## src/sv/random_texture_pixel_generator_macros.svh

```systemverilog
// Assertion macros used by the random texture pixel generator RTL.
// Depends on nothing; included by the files that carry assertions.
`ifndef RANDOM_TEXTURE_PIXEL_GENERATOR_MACROS_SVH
`define RANDOM_TEXTURE_PIXEL_GENERATOR_MACROS_SVH

`ifndef SYNTH
// Same-cycle implication, disabled while in reset
`define RTPG_ASSERT_IMP(label, clk, rst_n, ante, cons) \
    label: assert property (@(posedge clk) disable iff (!rst_n) (ante) |-> (cons)) \
        else $error("rtpg assertion failed");
// Next-cycle implication, disabled while in reset
`define RTPG_ASSERT_NXT(label, clk, rst_n, ante, cons) \
    label: assert property (@(posedge clk) disable iff (!rst_n) (ante) |=> (cons)) \
        else $error("rtpg assertion failed");
`else
`define RTPG_ASSERT_IMP(label, clk, rst_n, ante, cons)
`define RTPG_ASSERT_NXT(label, clk, rst_n, ante, cons)
`endif

`endif

```

## src/sv/rtpg_pkg.sv

```systemverilog
// Shared types and constants of the random texture pixel generator.
// Used by the controller, the datapath and the top level; depends on nothing.
package rtpg_pkg;

    // Input command codes
    typedef enum logic [1:0] {
        CMD_GENERATE    = 2'd0,
        CMD_WRITE_CDF   = 2'd1,
        CMD_WRITE_COLOR = 2'd2,
        CMD_LOAD_SEED   = 2'd3
    } t_cmd_code;

    // Configuration register indexes
    localparam logic [1:0] CFG_TABLE_LENGTH = 2'd0;
    localparam logic [1:0] CFG_IMAGE_WIDTH  = 2'd1;
    localparam logic [1:0] CFG_IMAGE_HEIGHT = 2'd2;

    localparam int CFG_INDEX_W = 2;
    localparam int CFG_DATA_W  = 13;
    localparam int TLEN_W      = 9;
    localparam int DIM_W       = 13;

    // Field widths
    localparam int CMD_W    = 2;
    localparam int ENTRY_W  = 8;
    localparam int LOAD_W   = 48;
    localparam int BYTE_W   = 8;
    localparam int DRAW_W   = 32;
    localparam int COLOR_W  = 24;
    localparam int PIX_W    = 12;

    // Generator constants
    localparam int             STATE_W   = 48;
    localparam int             CHUNK_W   = 16;
    localparam logic [34:0]    LCG_MUL   = 35'h5_DEEC_E66D;
    localparam logic [47:0]    LCG_ADD   = 48'h0000_0000_000B;
    localparam logic [1:0]     LCG_LAST  = 2'd2;
    localparam logic [31:0]    DRAW_FLIP = 32'h8000_0000;
    localparam logic [7:0]     ALPHA_FULL = 8'hFF;

    // Controller to datapath commands
    typedef struct packed {
        logic       gen_start;   // init accumulator and search bounds
        logic       lcg_step;    // accumulate one partial product
        logic [1:0] lcg_chunk;   // which 16-bit state chunk
        logic       probe;       // compute mid, issue table read
        logic       compare;     // narrow the search bounds
        logic       emit;        // load the output register, advance raster
        logic       cdf_we;      // write cdf entry from payload
        logic       color_we;    // write colour entry from payload
        logic       seed_load;   // load generator state from payload
    } t_dp_cmd;

    // Datapath to controller status
    typedef struct packed {
        logic search_done;       // bisection has converged this probe
        logic out_free;          // output register can take a result
    } t_dp_status;

endpackage

```

## src/sv/rtpg_ctrl.sv

```systemverilog
// Controller state machine of the random texture pixel generator.
// Depends on rtpg_pkg; drives datapath commands from its status.
module rtpg_ctrl (
    input  logic                          i_clk,
    input  logic                          i_rst_n,
    input  logic                          i_in_valid,
    output logic                          o_in_ready,
    input  logic [rtpg_pkg::CMD_W-1:0]    i_cmd,
    input  rtpg_pkg::t_dp_status          i_status,
    output rtpg_pkg::t_dp_cmd             o_cmd
);

    typedef enum logic [2:0] {
        S_IDLE,
        S_LCG,
        S_PROBE,
        S_CMP,
        S_EMIT
    } t_state;

    t_state     r_state, n_state;
    logic [1:0] r_step, n_step;
    logic       r_in_ready, n_in_ready;
    logic       accept;

    assign accept = i_in_valid && r_in_ready;

    // Next state and command decode
    always_comb begin
        n_state    = r_state;
        n_step     = r_step;
        n_in_ready = r_in_ready;
        o_cmd      = '0;
        case (r_state)
            S_IDLE: begin
                if (accept) begin
                    case (rtpg_pkg::t_cmd_code'(i_cmd))
                        rtpg_pkg::CMD_GENERATE: begin
                            o_cmd.gen_start = 1'b1;
                            n_state         = S_LCG;
                            n_step          = '0;
                            n_in_ready      = 1'b0;
                        end
                        rtpg_pkg::CMD_WRITE_CDF:   o_cmd.cdf_we    = 1'b1;
                        rtpg_pkg::CMD_WRITE_COLOR: o_cmd.color_we  = 1'b1;
                        rtpg_pkg::CMD_LOAD_SEED:   o_cmd.seed_load = 1'b1;
                        default: ;
                    endcase
                end
            end
            S_LCG: begin
                o_cmd.lcg_step  = 1'b1;
                o_cmd.lcg_chunk = r_step;
                if (r_step == rtpg_pkg::LCG_LAST) begin
                    n_state = S_PROBE;
                end else begin
                    n_step = r_step + 2'd1;
                end
            end
            S_PROBE: begin
                o_cmd.probe = 1'b1;
                n_state     = i_status.search_done ? S_EMIT : S_CMP;
            end
            S_CMP: begin
                o_cmd.compare = 1'b1;
                n_state       = S_PROBE;
            end
            S_EMIT: begin
                if (i_status.out_free) begin
                    o_cmd.emit = 1'b1;
                    n_state    = S_IDLE;
                    n_in_ready = 1'b1;
                end
            end
            default: begin
                n_state    = S_IDLE;
                n_in_ready = 1'b1;
            end
        endcase
    end

    // Hold state, step count and ready
    always_ff @(posedge i_clk) begin
        if (!i_rst_n) begin
            r_state    <= S_IDLE;
            r_step     <= '0;
            r_in_ready <= 1'b1;
        end else begin
            r_state    <= n_state;
            r_step     <= n_step;
            r_in_ready <= n_in_ready;
        end
    end

    assign o_in_ready = r_in_ready;

endmodule

```

## config.mk

```make
export PLATFORM = sky130hd
export DESIGN_NAME = rtpg_ctrl
export DESIGN_NICKNAME = d
export VERILOG_FILES = /design/src/sv/random_texture_pixel_generator_macros.svh /design/src/sv/rtpg_pkg.sv /design/src/sv/rtpg_ctrl.sv
export SDC_FILE = /design/constraint.sdc
export NUM_CORES = 1
export LEC_CHECK = 0
export BUFFER_PORTS_ARGS = -buffer_cell sky130_fd_sc_hd__buf_2
export CAP_MARGIN = 5
export CORE_AREA = 2 2 39 41
export CTS_CLUSTER_DIAMETER = 100
export DETAILED_ROUTE_END_ITERATION = 8
export DIE_AREA = 0 0 41 43
export SLEW_MARGIN = 20
export SYNTH_ARGS = -nofsm -noshare
export SYNTH_HDL_FRONTEND = slang
export SYNTH_SLANG_ARGS = --single-unit
```

## constraint.sdc

```tcl
create_clock -name i_clk -period 1.29 [get_ports i_clk]
set_input_delay 0 -clock i_clk [delete_from_list [all_inputs] [get_ports i_clk]]
set_output_delay 0 -clock i_clk [all_outputs]
set_load 0.02 [all_outputs]
```

### Word-level counts from Yosys, hierarchy flattened

Cells that the tools add are included.

| word-level totals | value |
|---|---|
| register bits | 6 |
| logic and storage cells | 53 |
| input bits | 7 |

| cells by class | value |
|---|---|
| muxes and demuxes | 27 |
| bitwise logic cells | 1 |
| add/subtract/negate cells | 1 |
| equality and inequality tests | 13 |
| reduce and logical (&&, ||, !) cells | 8 |

Operators by type and width:

| cell | count |
|---|---|
| 3-bit 2-to-1 mux | 8 |
| 3-bit one-hot mux with 5 select lines | 1 |
| 1-bit 2-to-1 mux | 13 |
| 4-bit AND reduction | 3 |
| 2-bit inequality test (second input constant) | 4 |
| 2-bit == test (second input constant) | 3 |
| 3-bit by 2-bit == test with 1-bit output (second input constant) | 2 |
| 2-bit 2-to-1 mux | 3 |
| 2-bit one-hot mux with 2 select lines | 1 |
| 3-bit by 1-bit == test with 1-bit output (second input constant) | 1 |
| 3-bit == test (second input constant) | 1 |
| 3-bit logical NOT | 1 |
| 1-bit one-hot mux with 3 select lines | 1 |
| 3-bit OR reduction | 1 |
| 2-bit by 1-bit adder with 2-bit output (second input constant) | 1 |
| 2-bit by 1-bit == test with 1-bit output (second input constant) | 1 |
| 2-bit logical NOT | 1 |
| 2-bit by 1-bit inequality test with 1-bit output (second input constant) | 1 |
| 2-bit nonzero test | 1 |
| 1-bit logical AND | 1 |
| 1-bit inverter | 1 |

### Depth between registers and ports, before layout

| logic depth | value |
|---|---|
| depth in word-level cells | 4 |
| mapped depth | 5 |
| gate-level depth less buffers | 5 |

### Worst setup path before layout

Ideal clock, no wire load.

| timing | value |
|---|---|
| path kind | flip-flop to flip-flop |
| start point | register r_in_ready, in the netlist o_in_ready |
| end point | register r_in_ready, in the netlist o_in_ready |
| arrival time | 1.518 ns |
| stages on the path, launching flop included | 4 |
| clock period less this slack | 1.678 ns |
| setup slack | -0.388 ns |
| buffers on the path | 0 |
| library setup time | 0.160 ns |
| cells stage by stage | dfxtp_1 nand4bb_4 nor4_1 o21ai_0 |

| on the way | value |
|---|---|
| cells in the longest elaborated chain, start to end | 3 |

Ends and longest elaborated chain:

| what | line | source |
|---|---|---|
| from (decl) | rtpg_ctrl.sv:23 | `logic r_in_ready, n_in_ready;` |
| from (signal assigned) | rtpg_ctrl.sv:91 | `r_in_ready <= n_in_ready;` |
| 1-bit logical AND | rtpg_ctrl.sv:26 | `assign accept = i_in_valid && r_in_ready;` |
| 2-bit inequality test (no line) | - |  |
| 4-bit AND reduction (no line) | - |  |

Every way passes these cells.
A chain may end at the register's enable or synchronous reset.

==> impl_metrics.tcl <==
set metrics [dict create \
    drive_gt1_frac 0.629 \
    status "complete, but fails checks" \
    critPathArrivalTime_ns 1.32 \
    syn_area_per_cell_sq_um 8.30 \
    grt_max_degree 8 \
    n_antenna_cell 0 \
    fmax_ghz 0.758 \
    vias_per_cell 5.30 \
    report.final.slew_viol_count 0 \
    intPower_uw 395 \
    layout_min_cycle_time_ns 1.32 \
    core-area_sq_um 1380 \
    place_hpwl_um 922 \
    crit_path_max_fanout 6 \
    finalCritPeriodShare 1.02 \
    finalWorstSetupSlack_ns -0.0290 \
    fillers 122 \
    syn-instance-count 57 \
    critPathKind "flop to primary output" \
    final_area_sq_um 813 \
    yosysUniqueCellTypes 26 \
    pin_count 18 \
    critPathLaunchType "flop" \
    cts_tree "done" \
    numCtsBuffers 3 \
    clk_latency_ns 0.24 \
    switchingPower_uw 176 \
    routed_wl_um 1350 \
    p_leak_nw 0.387 \
    dieArea_sq_um 1760 \
    violations "setup timing" \
    io_buffers 17 \
    power_frac_seq 0.364 \
    ys_ff_latch 6 \
    rows 14 \
    cap_violations 0 \
    clkSlewWorstSetupHoldPaths_ns 0.04 \
    place.gp.congestion 0.758 \
    antenna_found_initial 0 \
    place_area_sq_um 646 \
    holdWs_ns 0.0120 \
    start_util 0.342 \
    setup_violations 5 \
    ys_warn_count 0 \
    p_per_area_nw_per_um2 702 \
    clockPowerShare 0.301 \
    firstDrtPassIters 4 \
    cp-end-kind "primary output" \
    die_h_um 43 \
    grt_pass1_vias 470 \
    first_iter_violations 8 \
    tns_ns -0.117 \
    final_antenna_net_count 0 \
    rsz0062_at_grt "true" \
    p_sw_frac 0.309 \
    postCtsHoldBufs 0 \
    required_ns 1.29 \
    grt_overflow 0 \
    maxSlewHeadroom 0.846 \
    max-clock-path-buffers 2 \
    yosysSeqAreaShare 0.254 \
    dieWidth_um 41 \
    worst_slew_pin_slew_ns 0.230 \
    hold_violations 0 \
    syn-num-nets 65 \
    grt_first_pass_wirelength_um 2010 \
    cts_sinks 6 \
    clock_skew_ns 0.000341 \
    via_count 557 \
    fin_nets 99 \
    post-route-drc-count 0 \
    gr-usage-all-layers 0.164 \
    ir_worst_vdd_uv 378 \
    areaGrowthSynthToFinish_pct 72.0 \
    power_uw 571 \
    root_buffer "clkbuf_4" \
    comb_power_share 0.335 \
    synth_area_sq_um 473 \
    htreeDepth 1 \
    wl_per_cell_um 12.8 \
    min_path_type "primary input to flop" \
]
[kinds of logic (layout without fill, tap and decap cells)]
kind of cell,Yosys count,after routing,synth area share
AOI/OAI and AO/OA,13,13,0.180
DFF,6,6,0.254
buffers and inverters,9,41,0.138
and+or+nand+nor,28,28,0.402
adders and majority gates,1,1,0.0265
[layout by cell type, fill, tap and decap left out, types with 3 or more instances in the layout]
cell type  count
inv_1          5
a21oi_1        4
nand2_1        4
buf_2         11
buf_4         19
dfxtp_4        3
buf_6          3
nor3_2         5
clkbuf_4       3
[per-layer routing]
layer / share of wire / GRT usage / wire length [um] / up-vias
met3: 0.059 / 0.0628 / 79 / 2
met4: 0.0059 / 0.0600 / 8 / 0
met5: 0 / 0 / 0 / -
met2: 0.52 / 0.219 / 693 / 23
li1: - / - / - / 278
met1: 0.42 / 0.234 / 563 / 254
[per-stage QoR]
| step | setup slack, ns | util | std cells |
|---|---|---|---|
| after floorplan | 0.0135 | - | 57 |
| after global placement | 0.0560 | 0.467 | 99 |
| after detailed placement | 0.0284 | 0.467 | 99 |
| after CTS | -0.0489 | 0.523 | 104 |
| after global routing | -0.0937 | 0.588 | 105 |
| final | -0.0290 | 0.588 | 105 |
[path summary, 6_finish.rpt]
check	endpoint	start	slack (ns)	depth (start not counted)
min reg2reg	r_step[1]	r_step[1]	0.53	2
min	o_in_ready	i_rst_n	0.01	2
max	o_cmd[0]	r_state[2]	-0.03	5
max reg2reg	r_state[1]	r_state[2]	-0.03	4
[critical path, cell delays in order (launching register included)]
cell     delay, ns
dfxtp_4       0.36
nor3_4        0.22
buf_6         0.13
nand3_4       0.09
nor3_2        0.11
buf_4         0.16
[timing repair]
item                                    4_1_cts  5_1_grt
setup buffers                                 2        1
endpoints found under the setup margin        3       14
gates resized for setup                      11       22
endpoints found under the hold margin         0        0
pin swaps                                     2        6
[registers in the layout (all words and copies together) (netlist names)]
signal and flops:
r_state 3, r_step 2, o_in_ready 1
[power groups by stage]
stage	Clock, mW	Combinational [mW]	Sequential, mW
after floorplan	0	0.0864	0.215
after global placement	0	0.147	0.211
after detailed placement	0	0.149	0.211
after CTS	0.179	0.169	0.209
after global routing	0.192	0.207	0.209
final	0.172	0.191	0.208
[layout make-up]
cell class,count,area (sq um),area share
inverters,5,18.8,0.0231
clock buffers,3,22.5,0.0277
repair buffers,33,231,0.285
well taps,16,20.0,0.0246
flip-flops and latches,6,133,0.163
multi-input cells,42,388,0.477
[cell usage after synthesis]
library cell,number,area (sq um)
dfxtp_1,6,120
nor3_1,6,30.0
inv_1,5,18.8
a21oi_1,4,20.0
nand2_1,4,15.0
clkbuf_8,3,41.3
nor2_1,3,11.3
nor3b_1,3,22.5
nor4_1,3,18.8
and3_1,2,12.5
o21ai_0,2,10.0
o22ai_1,2,12.5
a211oi_1,1,7.51
a21boi_0,1,7.51
a221o_1,1,10.0
and2b_1,1,7.51
and3b_1,1,8.76
buf_2,1,5.00
ha_1,1,12.5
nand3_1,1,5.00
nand4bb_4,1,27.5
nor4b_1,1,8.76
nor4b_2,1,15.0
o211a_1,1,10.0
o211ai_1,1,7.51
or4_1,1,7.51
Note: power is estimated with default switching activity, not from simulation.
